<file path="src/rtl/lkr_pkg.sv">
// Shared types and constants for the link keepalive/retry block.
// No dependencies; imported by lkr_timer, lkr_core and the top level.
`timescale 1ns / 1ps

package lkr_pkg;

	// Request codes on the input side
	localparam logic [1:0] REQ_TICK       = 2'd0;
	localparam logic [1:0] REQ_CONNECT    = 2'd1;
	localparam logic [1:0] REQ_DISCONNECT = 2'd2;
	localparam logic [1:0] REQ_MESSAGE    = 2'd3;

	// Received message kinds
	localparam logic [2:0] MSG_UNDEF    = 3'd0;
	localparam logic [2:0] MSG_GREETING = 3'd1;
	localparam logic [2:0] MSG_PING     = 3'd2;
	localparam logic [2:0] MSG_PONG     = 3'd3;
	localparam logic [2:0] MSG_DATA     = 3'd4;

	// Outgoing message kinds
	localparam logic [1:0] SEND_NONE     = 2'd0;
	localparam logic [1:0] SEND_GREETING = 2'd1;
	localparam logic [1:0] SEND_PING     = 2'd2;
	localparam logic [1:0] SEND_PONG     = 2'd3;

	// Reported link state codes
	localparam logic [1:0] LINK_DISCONNECTED = 2'd0;
	localparam logic [1:0] LINK_WAITING      = 2'd1;
	localparam logic [1:0] LINK_READY        = 2'd2;
	localparam logic [1:0] LINK_FAILED       = 2'd3;

	// Configuration register indexes
	localparam int unsigned CFG_IDX_W = 3;
	localparam logic [CFG_IDX_W-1:0] CFG_CONNECT_TIMEOUT    = 3'd0;
	localparam logic [CFG_IDX_W-1:0] CFG_KEEPALIVE_INTERVAL = 3'd1;
	localparam logic [CFG_IDX_W-1:0] CFG_DISCONNECT_TIMEOUT = 3'd2;
	localparam logic [CFG_IDX_W-1:0] CFG_MAX_RETRIES        = 3'd3;
	localparam logic [CFG_IDX_W-1:0] CFG_OWN_ID             = 3'd4;

	localparam int unsigned LIMIT_W = 16;
	localparam int unsigned RETRY_W = 8;
	localparam int unsigned ID_W    = 32;

	// Link state machine, one-hot
	typedef enum logic [3:0] {
		MODE_DISC  = 4'b0001,
		MODE_WAIT  = 4'b0010,
		MODE_READY = 4'b0100,
		MODE_FAIL  = 4'b1000
	} mode_t;

	// Per-timer operation for one step
	typedef enum logic [1:0] {
		TMR_HOLD    = 2'd0,
		TMR_ADVANCE = 2'd1,
		TMR_RESTART = 2'd2,
		TMR_STOP    = 2'd3
	} tmr_op_t;

	typedef struct packed {
		tmr_op_t conn;
		tmr_op_t keep;
		tmr_op_t sil;
	} tmr_ctrl_t;

	typedef struct packed {
		logic [LIMIT_W-1:0] connect_timeout;
		logic [LIMIT_W-1:0] keepalive_interval;
		logic [LIMIT_W-1:0] disconnect_timeout;
		logic [RETRY_W-1:0] max_retries;
		logic [ID_W-1:0]    own_id;
	} cfg_t;

	function automatic logic [1:0] mode_code(input mode_t m);
		logic [1:0] code;
		code = LINK_DISCONNECTED;
		unique case (m)
			MODE_DISC:  code = LINK_DISCONNECTED;
			MODE_WAIT:  code = LINK_WAITING;
			MODE_READY: code = LINK_READY;
			MODE_FAIL:  code = LINK_FAILED;
			default:    code = LINK_DISCONNECTED;
		endcase
		return code;
	endfunction

endpackage

</file>
<file path="src/rtl/link_keepalive_retry_fsm_top.sv">
// Top level of the link keepalive/retry block: stream ports, config registers,
// input and result registers. Depends on lkr_pkg and lkr_core.
`timescale 1ns / 1ps

// Link keepalive and retry controller. Each input transaction is one event
// (tick, connect request, disconnect request or decoded received message) and
// yields exactly one result transaction: the message to send, the pong id,
// and the link state and retry count after the event. The block takes one
// transaction per clock cycle while the result stream is not stalled; each
// event passes the input register and then the result register, with the
// next-state logic of the link state machine between the two. Configuration
// registers are written through the cfg port, which is always ready; write
// them only while no transaction is in flight. Indexes past the last
// register are ignored. Timers are TIMER_BITS wide and saturate.

module link_keepalive_retry_fsm_top
	import lkr_pkg::*;
#(
	parameter int unsigned TIMER_BITS = 16
) (
	input  logic                 clk,
	input  logic                 arst_n,
	// configuration write channel
	input  logic                 cfg_valid,
	output logic                 cfg_ready,
	input  logic [CFG_IDX_W-1:0] cfg_index,
	input  logic [31:0]          cfg_data,
	// input stream
	input  logic                 s_tvalid,
	output logic                 s_tready,
	input  logic [39:0]          s_tdata,  // [31:0] peer_id, [32] send_ok, [39:33] zero
	input  logic [4:0]           s_tuser,  // [1:0] req_type, [4:2] msg_kind
	// result stream
	output logic                 m_tvalid,
	input  logic                 m_tready,
	output logic [47:0]          m_tdata,  // [31:0] pong_value, [33:32] link_state,
	                                       // [41:34] retries_used, [47:42] zero
	output logic [1:0]           m_tuser   // [1:0] send_kind
);

	cfg_t cfg_q;

	// input register
	logic              vld_s1;
	logic [1:0]        req_s1;
	logic [2:0]        kind_s1;
	logic [ID_W-1:0]   peer_s1;
	logic              ok_s1;

	// result register
	logic              vld_s2;
	logic [1:0]        send_s2;
	logic [ID_W-1:0]   pong_s2;
	logic [1:0]        state_s2;
	logic [RETRY_W-1:0] retry_s2;

	logic              step;
	logic [1:0]        send_kind;
	logic [ID_W-1:0]   pong_value;
	logic [1:0]        link_state;
	logic [RETRY_W-1:0] retries_used;

	// Advance the staged event whenever the result register is free or drains
	assign step      = vld_s1 && (!vld_s2 || m_tready);
	assign s_tready  = !vld_s1 || step;
	assign cfg_ready = 1'b1;

	// Configuration registers; drop writes to unknown indexes
	always_ff @(posedge clk or negedge arst_n) begin
		if (!arst_n) begin
			cfg_q.connect_timeout    <= LIMIT_W'(1000);
			cfg_q.keepalive_interval <= LIMIT_W'(250);
			cfg_q.disconnect_timeout <= LIMIT_W'(2000);
			cfg_q.max_retries        <= RETRY_W'(3);
			cfg_q.own_id             <= '0;
		end else if (cfg_valid && cfg_ready) begin
			unique case (cfg_index)
				CFG_CONNECT_TIMEOUT:    cfg_q.connect_timeout    <= cfg_data[LIMIT_W-1:0];
				CFG_KEEPALIVE_INTERVAL: cfg_q.keepalive_interval <= cfg_data[LIMIT_W-1:0];
				CFG_DISCONNECT_TIMEOUT: cfg_q.disconnect_timeout <= cfg_data[LIMIT_W-1:0];
				CFG_MAX_RETRIES:        cfg_q.max_retries        <= cfg_data[RETRY_W-1:0];
				CFG_OWN_ID:             cfg_q.own_id             <= cfg_data[ID_W-1:0];
				default: ;
			endcase
		end
	end

	// Input register: hold the event until the core consumes it
	always_ff @(posedge clk or negedge arst_n) begin
		if (!arst_n) begin
			vld_s1 <= 1'b0;
		end else if (s_tvalid && s_tready) begin
			vld_s1 <= 1'b1;
		end else if (step) begin
			vld_s1 <= 1'b0;
		end
	end

	always_ff @(posedge clk) begin
		if (s_tvalid && s_tready) begin
			req_s1  <= s_tuser[1:0];
			kind_s1 <= s_tuser[4:2];
			peer_s1 <= s_tdata[31:0];
			ok_s1   <= s_tdata[32];
		end
	end

	lkr_core #(.TIMER_BITS(TIMER_BITS)) u_core (
		.clk          (clk),
		.arst_n       (arst_n),
		.en           (step),
		.cfg          (cfg_q),
		.req_type     (req_s1),
		.msg_kind     (kind_s1),
		.peer_id      (peer_s1),
		.send_ok      (ok_s1),
		.send_kind    (send_kind),
		.pong_value   (pong_value),
		.link_state   (link_state),
		.retries_used (retries_used)
	);

	// Result register: load on step, release when the sink takes it
	always_ff @(posedge clk or negedge arst_n) begin
		if (!arst_n) begin
			vld_s2 <= 1'b0;
		end else if (step) begin
			vld_s2 <= 1'b1;
		end else if (m_tready) begin
			vld_s2 <= 1'b0;
		end
	end

	always_ff @(posedge clk) begin
		if (step) begin
			send_s2  <= send_kind;
			pong_s2  <= pong_value;
			state_s2 <= link_state;
			retry_s2 <= retries_used;
		end
	end

	assign m_tvalid = vld_s2;
	assign m_tdata  = {6'b0, retry_s2, state_s2, pong_s2};
	assign m_tuser  = send_s2;

endmodule

</file>
<file path="src/rtl/lkr_timer.sv">
// Saturating tick timer with run flag for the link keepalive/retry block.
// Depends on lkr_pkg (tmr_op_t).
`timescale 1ns / 1ps

module lkr_timer
	import lkr_pkg::*;
#(
	parameter int unsigned TIMER_BITS = 16
) (
	input  logic                  clk,
	input  logic                  arst_n,
	input  logic                  en,
	input  tmr_op_t               op,
	output logic [TIMER_BITS-1:0] adv_ticks
);

	logic [TIMER_BITS-1:0] ticks_q;
	logic                  run_q;

	// Value after one tick; saturate at all ones
	assign adv_ticks = (run_q && (ticks_q != {TIMER_BITS{1'b1}}))
		? ticks_q + TIMER_BITS'(1) : ticks_q;

	always_ff @(posedge clk or negedge arst_n) begin
		if (!arst_n) begin
			ticks_q <= '0;
			run_q   <= 1'b0;
		end else if (en) begin
			case (op)
				TMR_ADVANCE: ticks_q <= adv_ticks;
				TMR_RESTART: begin
					ticks_q <= '0;
					run_q   <= 1'b1;
				end
				TMR_STOP: begin
					ticks_q <= '0;
					run_q   <= 1'b0;
				end
				default: ;
			endcase
		end
	end

endmodule

</file>
<file path="src/rtl/lkr_core.sv">
// Link state machine, retry count and learned id with the three timers.
// Depends on lkr_pkg and lkr_timer; result is combinational, state commits on en.
`timescale 1ns / 1ps

module lkr_core
	import lkr_pkg::*;
#(
	parameter int unsigned TIMER_BITS = 16
) (
	input  logic               clk,
	input  logic               arst_n,
	input  logic               en,
	input  cfg_t               cfg,
	input  logic [1:0]         req_type,
	input  logic [2:0]         msg_kind,
	input  logic [ID_W-1:0]    peer_id,
	input  logic               send_ok,
	output logic [1:0]         send_kind,
	output logic [ID_W-1:0]    pong_value,
	output logic [1:0]         link_state,
	output logic [RETRY_W-1:0] retries_used
);

	localparam int unsigned CMP_W = (TIMER_BITS > LIMIT_W) ? TIMER_BITS : LIMIT_W;

	mode_t               mode_q, mode_d;
	logic [RETRY_W-1:0]  retry_q, retry_d;
	logic [ID_W-1:0]     learned_q;
	tmr_ctrl_t           tctl;
	logic [TIMER_BITS-1:0] conn_adv, keep_adv, sil_adv;
	logic [CMP_W-1:0]    watch, limit;
	logic                expired, keep_due;

	lkr_timer #(.TIMER_BITS(TIMER_BITS)) u_conn (
		.clk(clk), .arst_n(arst_n), .en(en), .op(tctl.conn), .adv_ticks(conn_adv)
	);
	lkr_timer #(.TIMER_BITS(TIMER_BITS)) u_keep (
		.clk(clk), .arst_n(arst_n), .en(en), .op(tctl.keep), .adv_ticks(keep_adv)
	);
	lkr_timer #(.TIMER_BITS(TIMER_BITS)) u_sil (
		.clk(clk), .arst_n(arst_n), .en(en), .op(tctl.sil), .adv_ticks(sil_adv)
	);

	assign watch = (mode_q == MODE_WAIT) ? CMP_W'(conn_adv) : CMP_W'(sil_adv);
	assign limit = (mode_q == MODE_WAIT) ? CMP_W'(cfg.connect_timeout)
		: CMP_W'(cfg.disconnect_timeout);
	assign expired  = watch > limit;
	assign keep_due = CMP_W'(keep_adv) > CMP_W'(cfg.keepalive_interval);

	always_comb begin
		mode_d     = mode_q;
		retry_d    = retry_q;
		tctl       = '{conn: TMR_HOLD, keep: TMR_HOLD, sil: TMR_HOLD};
		send_kind  = SEND_NONE;
		pong_value = '0;
		unique case (req_type)
			REQ_TICK: begin
				tctl = '{conn: TMR_ADVANCE, keep: TMR_ADVANCE, sil: TMR_ADVANCE};
				if ((mode_q == MODE_WAIT) || (mode_q == MODE_READY)) begin
					if (expired) begin
						if (retry_q < cfg.max_retries) begin
							// retry: count it and reconnect; a refused greeting fails the link
							retry_d   = retry_q + RETRY_W'(1);
							send_kind = SEND_GREETING;
							if (send_ok) begin
								mode_d = MODE_WAIT;
								tctl = '{conn: TMR_RESTART, keep: TMR_RESTART,
									sil: TMR_STOP};
							end else begin
								mode_d  = MODE_FAIL;
								retry_d = '0;
								tctl = '{conn: TMR_STOP, keep: TMR_STOP, sil: TMR_STOP};
							end
						end else begin
							// give up
							retry_d = '0;
							tctl = '{conn: TMR_STOP, keep: TMR_STOP, sil: TMR_STOP};
							mode_d = (mode_q == MODE_WAIT) ? MODE_FAIL : MODE_DISC;
						end
					end else if (keep_due) begin
						send_kind = (mode_q == MODE_WAIT) ? SEND_GREETING : SEND_PING;
						tctl.keep = TMR_RESTART;
					end
				end
			end
			REQ_CONNECT: begin
				send_kind = SEND_GREETING;
				if (send_ok) begin
					mode_d = MODE_WAIT;
					tctl = '{conn: TMR_RESTART, keep: TMR_RESTART, sil: TMR_STOP};
				end else begin
					mode_d  = MODE_FAIL;
					retry_d = '0;
					tctl = '{conn: TMR_STOP, keep: TMR_STOP, sil: TMR_STOP};
				end
			end
			REQ_DISCONNECT: begin
				mode_d  = MODE_DISC;
				retry_d = '0;
				tctl = '{conn: TMR_STOP, keep: TMR_STOP, sil: TMR_STOP};
			end
			REQ_MESSAGE: begin
				tctl.sil = TMR_RESTART;
				retry_d  = '0;
				case (msg_kind)
					MSG_GREETING: begin
						if (mode_q == MODE_WAIT)
							mode_d = MODE_READY;
						else if (mode_q == MODE_READY)
							send_kind = SEND_GREETING;
					end
					MSG_PING: begin
						if (mode_q == MODE_READY) begin
							send_kind  = SEND_PONG;
							pong_value = (cfg.own_id != '0) ? cfg.own_id : learned_q;
						end
					end
					default: ;
				endcase
			end
			default: ;
		endcase
		link_state   = mode_code(mode_d);
		retries_used = retry_d;
	end

	always_ff @(posedge clk or negedge arst_n) begin
		if (!arst_n) begin
			mode_q    <= MODE_DISC;
			retry_q   <= '0;
			learned_q <= '0;
		end else if (en) begin
			mode_q  <= mode_d;
			retry_q <= retry_d;
			if ((req_type == REQ_MESSAGE) && (msg_kind == MSG_PONG))
				learned_q <= peer_id;
		end
	end

endmodule

</file>
<file path="config.mk">
export PLATFORM = sky130hd
export DESIGN_NAME = link_keepalive_retry_fsm_top
export DESIGN_NICKNAME = d
export VERILOG_FILES = /design/src/rtl/lkr_pkg.sv /design/src/rtl/link_keepalive_retry_fsm_top.sv /design/src/rtl/lkr_timer.sv /design/src/rtl/lkr_core.sv
export SDC_FILE = /design/constraint.sdc
export NUM_CORES = 1
export LEC_CHECK = 0
export BUFFER_PORTS_ARGS = -buffer_cell sky130_fd_sc_hd__buf_2
export CORE_MARGIN = 5
export CORE_UTILIZATION = 60
export DETAILED_ROUTE_END_ITERATION = 12
export PLACE_DENSITY = 0.79
export SLEW_MARGIN = 5
export SYNTH_ARGS = -nofsm -noshare
export SYNTH_HDL_FRONTEND = slang
export SYNTH_SLANG_ARGS = --single-unit
export TNS_END_PERCENT = 30
</file>
<file path="constraint.sdc">
create_clock -name clk -period 9.49 [get_ports clk]
set_clock_uncertainty 0.05 [all_clocks]
set_input_delay 0.4745 -clock clk [delete_from_list [all_inputs] [get_ports clk]]
set_output_delay 0.4745 -clock clk [all_outputs]
set_load 0.02 [all_outputs]
</file>
==> results of run 1 <==
==> cell usage after synthesis, types with 5 or more instances <==
cell,count,share of area (%)
o21ai_0,71,2.7
nor2_1,80,2.3
nand2_1,110,3.1
ha_1,48,4.6
dfstp_2,21,4.2
a211o_1,5,0.33
and3_1,13,0.62
a31oi_1,22,1.0
nor4_1,11,0.52
xor2_1,19,1.3
nor3_2,5,0.38
o31ai_1,16,0.92
inv_1,35,1.0
nand2b_1,7,0.33
dfrtp_1,164,31
and2_1,6,0.29
buf_2,10,0.38
nor3_1,10,0.38
nand3_1,26,0.99
a21o_1,9,0.51
a21oi_1,68,2.6
mux2_2,112,9.6
or2_2,5,0.24
edfxtp_1,82,19
a22o_1,12,0.80
nand4_1,26,1.2
nor2b_1,9,0.43
xnor2_1,25,1.7
mux2i_1,20,1.5
clkbuf_1,38,1.1
buf_4,7,0.40
==> sequential cells by signal (all words and copies together), names as in the netlist, 3 cells and up <==
name,cells
cfg_q,88
peer_s1,32
pong_s2,32
u_core.learned_q,32
u_core.u_conn.ticks_q,16
u_core.u_keep.ticks_q,16
u_core.u_sil.ticks_q,16
retry_s2,8
u_core.retry_q,8
u_core.mode_q,4
kind_s1,3
==> per-layer routing <==
layer / vias to the layer above / GRT usage [%]
met2: 271 / 40.7
li1: 4440 / -
met5: - / 0
met3: 37 / 3.91
met4: 4 / 5.08
met1: 4609 / 33.3
==> kinds of logic after synthesis <==
kind of cell / share of synthesized area [%]
fa+ha+maj: 4.58
compound gates: 11.9
flops: 54.2
other cells: 0.0572
mux: 11.1
xor+xnor: 2.94
simple gates: 12.3
buf+inv: 2.90
==> worst register-to-register path, delay by kind of cell, from the launching register on <==
kind	cells	cell delay [ns]
AO/OA/AOI/OAI	7	2.36
XOR/XNOR	1	0.08
adder cells (fa/ha/maj)	1	0.31
flip-flops	1	0.46
AND/OR/NAND/NOR	8	2.01
==> worst paths after layout <==
check | start | to | slack [ns] | cells past startpoint
setup / recovery | u_core.u_conn.ticks_q[4]$_DFFE_PN0P_ | u_core.u_keep.ticks_q[1]$_DFFE_PN0P_ | 4.15 | 17
hold / removal | arst_n | u_core.u_sil.ticks_q[6]$_DFFE_PN0P_ | -0.06 | 1
setup reg to reg | u_core.u_conn.ticks_q[4]$_DFFE_PN0P_ | u_core.u_keep.ticks_q[1]$_DFFE_PN0P_ | 4.15 | 17
hold reg to reg | peer_s1[0]$_DFFE_PP_ | u_core.learned_q[0]$_DFFE_PN0P_ | 0.42 | 1
max in group asynchronous | arst_n | u_core.learned_q[18]$_DFFE_PN0P_ | 7.81 | 2
min in group clk | s_tdata[13] | peer_s1[13]$_DFFE_PP_ | 0.04 | 1
==> metrics by stage <==
step           setup slack (ns)  power, mW  hold WS (ns)  utilization, %
6_report                   4.15       3.00       -0.0627            69.0
5_1_grt                    3.65       3.13        0.0207            69.0
4_1_cts                    4.20       3.01        0.0228            68.9
3_5_place_dp               4.23       1.91         0.415            64.5
3_3_place_gp               4.32       1.87         0.406            64.5
2_1_floorplan              5.14       1.75         0.129               -
==> power by group through the flow <==
| stage | registers, mW | logic [mW] | clock network (mW) |
|---|---|---|---|
| after CTS | 1.45 | 0.444 | 1.12 |
| final | 1.45 | 0.442 | 1.10 |
| after floorplan | 1.45 | 0.300 | 0 |
| after global routing | 1.46 | 0.493 | 1.17 |
| after global placement | 1.46 | 0.417 | 0 |
| after detailed placement | 1.47 | 0.440 | 0 |
==> cell type report <==
| type | instances | area, um2 |
|---|---|---|
| Sequential cell | 267 | 7120 |
| Fill cell | 1547 | 6730 |
| Multi-Input combinational cell | 804 | 5660 |
| Clock buffer | 40 | 826 |
| Timing Repair Buffer | 138 | 737 |
| Tap cell | 280 | 350 |
| Inverter | 35 | 131 |
| Clock inverter | 12 | 128 |
| Antenna cell | 2 | 5.00 |
==> flow_metrics.env, run 1 <==
export IMPL_tightest_slew_ns=1.02
export IMPL_cp_cell_sequence="and3_1 > nand3_1 > o41ai_2 > nor3_1 > nand2b_1 > nor2_1 > xnor2_1 > o21ai_0 > ha_1 > nand4_1 > nor2_1 > a221o_1 > o31ai_4 > nand2_1 > a31oi_1 > a21o_1 > a22o_1"
export IMPL_antenna_found_initial=3
export IMPL_hold_viol=12
export IMPL_pwr_share_clk_pct=36.9
export IMPL_path_buf_inv=0
export IMPL_core_area_um2=21700
export IMPL_syn_area_um2=13100
export IMPL_io_pin_count=138
export IMPL_dp_hpwl_um=20300
export IMPL_powerDensity_nw_per_um2=200
export IMPL_rsz0062_at_grt="no"
export IMPL_comb_power_share_pct=14.8
export IMPL_rows=54
export IMPL_critPathTopFamily="compound AO/OA/AOI/OAI gates"
export IMPL_p_int_mw=2.18
export IMPL_clk_path_buf_depth=3
export IMPL_dp_cells=1524
export IMPL_first_pass_iters=6
export IMPL_worstPathArrival_ns=5.77
export IMPL_drv_slew=0
export IMPL_synth_cell_types=71
export IMPL_grt_pass1_wl_um=48300
export IMPL_syn2layout_area_growth_pct=14.0
export IMPL_numCtsBuffers=28
export IMPL_hold_ws_ns=-0.0627
export IMPL_dpl_cell_area_um2=14000
export IMPL_start_util_pct=60.5
export IMPL_met3_length_um=1780
export IMPL_required_ns=9.92
export IMPL_root_buffer="clkbuf_16"
export IMPL_grt_pass1_vias=9358
export IMPL_netlist_instances=1157
export IMPL_cp_common_cell="nor2_1"
export IMPL_grt_max_degree=113
export IMPL_fin_crit_ns=5.34
export IMPL_layout_commonest_cell="dfrtp_1"
export IMPL_slew_limit_headroom_pct=32.0
export IMPL_drc=0
export IMPL_leakage_nw=6.43
export IMPL_top_layer="met5"
export IMPL_ys_ff_latch=267
export IMPL_clkLatencyLatePin_ns=0.56
export IMPL_post_route_cell_area_um2=15000
export IMPL_min_path_type="in2async"
export IMPL_yosysWarnings=0
export IMPL_synth_edf_count=82
export IMPL_dieArea_um2=24900
export IMPL_wire_per_inst_um=19.1
export IMPL_min_period_over_period_pct=56.3
export IMPL_crit_path_start_kind="flop"
export IMPL_syn_area_per_cell_um2=11.3
export IMPL_synthFlopType="dfrtp_1"
export IMPL_path_clk_slew_ns=0.06
export IMPL_path_max_fanout=16
export IMPL_grt_usage_pct=24.1
export IMPL_cp_slowest_cell="nor3_1"
export IMPL_grt_overflow_total=0
export IMPL_maxCapViolCount=0
export IMPL_violations="hold timing"
export IMPL_routed_wl_met2_um=15000
export IMPL_postCtsHoldBufs=0
export IMPL_ant_nets=0
export IMPL_worst_setup_path_type="reg2reg"
export IMPL_layout_nets=1407
export IMPL_outcome="finished, violations left"
export IMPL_switchingPower_mw=0.810
export IMPL_io_buffers=123
export IMPL_htree_num_levels=1
export IMPL_wl_um=30200
export IMPL_cts_resized=0
export IMPL_synth_async_reset_ratio_pct=69.3
export IMPL_max_freq_ghz=0.187
export IMPL_cts_tree="done"
export IMPL_finalSetupViolations=0
export IMPL_tns_ns=0
export IMPL_ys_seq_area_share_pct=54.2
export IMPL_swShare_pct=27.1
export IMPL_layout_drive_gt1_share_pct=26.9
export IMPL_die_y_um=158
export IMPL_irDropWorstVdd_mv=0.191
export IMPL_vias=9361
export IMPL_clkSinkCount=267
export IMPL_die_width_um=158
export IMPL_fin_cells=1578
export IMPL_end_kind="flop"
export IMPL_most_common_layout_cells="dfrtp_1, buf_2, mux2_2"
export IMPL_slowest_delay_ns=0.66
export IMPL_post_cts_setup_buffer_count=0
export IMPL_drt_iter0_markers=614
export IMPL_wl_met1_um=12800
export IMPL_vias_per_cell=5.93
export IMPL_seqPwrFrac_pct=48.3
export IMPL_gp_congestion=0.863
Power figures use the tool's default switching activity.
==> inputs of run 2 (changes only) <==
--- a/config.mk
+++ b/config.mk
@@ -7,9 +7,9 @@
 export LEC_CHECK = 0
 export BUFFER_PORTS_ARGS = -buffer_cell sky130_fd_sc_hd__buf_2
 export CORE_MARGIN = 5
-export CORE_UTILIZATION = 60
+export CORE_UTILIZATION = 54
 export DETAILED_ROUTE_END_ITERATION = 12
-export PLACE_DENSITY = 0.79
+export PLACE_DENSITY = 0.75
 export SLEW_MARGIN = 5
 export SYNTH_ARGS = -nofsm -noshare
 export SYNTH_HDL_FRONTEND = slang
==> constraint.sdc (replaced) <==
create_clock -name clk -period 4.49 [get_ports clk]
set_clock_uncertainty 0.05 [all_clocks]
set_input_delay 0.2245 -clock clk [delete_from_list [all_inputs] [get_ports clk]]
set_output_delay 0.2245 -clock clk [all_outputs]
set_load 0.02 [all_outputs]
==> run 2 against run 1 <==
The run now ends clean; count of clock-buffer cells in the layout up 1; sequential power up 110%; sequential share of layout area down 4.8 points; cell area up 11%; combinational power rose to 2.5 times the previous value; critical path type unchanged; highest routed layer is now met4.
==> flow_metrics.env, run 2 (synthesized netlist as in run 1, its figures left out) <==
export IMPL_outcome="finished clean"
export IMPL_start_util_pct=54.4
export IMPL_max_freq_ghz=0.230
export IMPL_tns_ns=0
export IMPL_slowest_delay_ns=0.41
export IMPL_core_area_um2=24100
export IMPL_dieArea_um2=27500
export IMPL_layout_drive_gt1_share_pct=31.4
export IMPL_vias=10200
export IMPL_dp_cells=1633
export IMPL_path_max_fanout=15
export IMPL_finalSetupViolations=0
export IMPL_vias_per_cell=5.76
export IMPL_grt_usage_pct=24.0
export IMPL_top_register="cfg_q"
export IMPL_wire_per_inst_um=19.2
export IMPL_layout_nets=1559
export IMPL_fin_crit_ns=4.35
export IMPL_gp_congestion=0.917
export IMPL_htree_num_levels=1
export IMPL_min_period_over_period_pct=96.9
export IMPL_drt_iter0_markers=787
export IMPL_leakage_nw=7.22
export IMPL_first_pass_iters=5
export IMPL_drc=0
export IMPL_most_common_layout_cells="dfrtp_1, buf_2, mux2_2"
export IMPL_io_buffers=123
export IMPL_die_y_um=166
export IMPL_clk_path_buf_depth=3
export IMPL_layout_commonest_cell="dfrtp_1"
export IMPL_grt_overflow_total=0
export IMPL_die_width_um=166
export IMPL_syn2layout_area_growth_pct=26.8
export IMPL_post_place_ws_ns=-0.120
export IMPL_clkSinkCount=267
export IMPL_maxCapViolCount=0
export IMPL_worstPathArrival_ns=4.73
export IMPL_slew_limit_headroom_pct=27.3
export IMPL_critPathTopFamily="simple AND/OR/NAND/NOR gates"
export IMPL_hold_viol=0
export IMPL_antenna_found_initial=0
export IMPL_grt_max_degree=124
export IMPL_rows=57
export IMPL_postLayoutCoreUtil_pct=69.0
export IMPL_io_pin_count=138
export IMPL_clkLatencyLatePin_ns=0.56
export IMPL_fin_cells=1772
export IMPL_numCtsBuffers=28
export IMPL_cp_slowest_cell="dfrtp_1"
export IMPL_cp_cell_sequence="nand4_1 > nor3_2 > nand2_1 > and2_1 > nand4_1 > buf_4 > nor2_1 > xnor2_1 > ha_1 > nand4_1 > nor2_1 > a221o_1 > o31a_1 > buf_4 > nand2_1 > a31oi_1 > buf_4 > a21o_1 > buf_12 > a211o_1"
export IMPL_path_clk_slew_ns=0.06
export IMPL_wl_um=34100
export IMPL_end_kind="flop"
export IMPL_largest_register_ffs=88
export IMPL_irDropWorstVdd_mv=0.300
export IMPL_grt_pass1_vias=10300
export IMPL_grt_pass1_wl_um=54200
export IMPL_drv_slew=0
export IMPL_crit_path_start_kind="flop"
export IMPL_fin_ws_ns=0.140
export IMPL_path_buf_inv=4
export IMPL_required_ns=4.87
export IMPL_dp_hpwl_um=21500
export IMPL_ant_nets=0
export IMPL_diodes=0
export IMPL_powerDensity_nw_per_um2=397
export IMPL_tightest_slew_ns=1.09
export IMPL_worst_setup_path_type="reg2reg"
export IMPL_root_buffer="clkbuf_16"
export IMPL_cts_tree="done"
export IMPL_min_path_type="in2reg"
run 2: changes by cell type in the layout (fill, tap and decap cells not counted), moves of 4 or more:
cell | previous run | this run
buf_4 | 15 | 88
o21ai_1 | 2 | 6
clkbuf_16 | 28 | 32
buf_12 | 0 | 4
dlygate4sd3_1 | 0 | 74
clkbuf_8 | 9 | 5
o21ai_0 | 71 | 67
run 2: cell type report:
| type | count | area, um2 |
|---|---|---|
| Fill cell | 1702 | 7470 |
| Sequential cell | 267 | 7120 |
| Multi-Input combinational cell | 804 | 5870 |
| Timing Repair Buffer | 290 | 2120 |
| Clock buffer | 41 | 875 |
| Tap cell | 324 | 405 |
| Inverter | 35 | 131 |
| Clock inverter | 11 | 111 |
run 2: timing repair:
action,4_1_cts,5_1_grt
endpoints found under the hold margin,218,0
buffers inserted,0,14
endpoints found under the setup margin,56,69
gates resized for setup,4,41
pin swaps,0,26
hold buffers,74,0
run 2: power breakdown:
part | total [mW] | switching (mW) | internal (mW)
registers | 3.07 | 0.210 | 2.86
logic | 1.12 | 0.602 | 0.518
clock network | 2.42 | 1.00 | 1.42
run 2: per-layer routing:
metal / GRT usage, % / share of wire [%] / vias up
met5: 0 / 0 / -
met4: 8.43 / 3.6 / 0
met3: 3.28 / 5.7 / 82
met2: 39.5 / 49 / 364
met1: 32.8 / 42 / 5002
li1: - / - / 4752
run 2: per-stage QoR:
| stage | cell area [um2] | hold slack [ns] | total power, mW |
|---|---|---|---|
| final | 16600 | 0.225 | 6.61 |
| after global routing | 16600 | 0.250 | 6.89 |
| after CTS | 16300 | 0.201 | 6.56 |
| after detailed placement | 14600 | 0.353 | 4.10 |
| after global placement | 14600 | 0.351 | 4.04 |
| after floorplan | 13100 | -0.121 | 3.70 |
run 2: worst min-delay path: stages:
cell and delay [ns]:
buf_2 0.15, nor2_1 0.23, nand2_1 0.12, o21ai_0 0.07
run 2: final timing paths:
kind,end,startpoint,cells after the start,slack [ns]
setup / recovery,u_core.u_keep.ticks_q[15]$_DFFE_PN0P_,u_core.u_keep.ticks_q[7]$_DFFE_PN0P_,20,0.14
hold reg to reg,u_core.learned_q[10]$_DFFE_PN0P_,peer_s1[10]$_DFFE_PP_,1,0.42
hold / removal,cfg_q[63]$_DFFE_PN1P_,cfg_index[1],4,0.23
setup reg to reg,u_core.u_keep.ticks_q[15]$_DFFE_PN0P_,u_core.u_keep.ticks_q[7]$_DFFE_PN0P_,20,0.14
min in group asynchronous,u_core.u_conn.ticks_q[7]$_DFFE_PN0P_,arst_n,2,0.33
max in group asynchronous,cfg_q[32]$_DFFE_PN1P_,arst_n,3,3.14
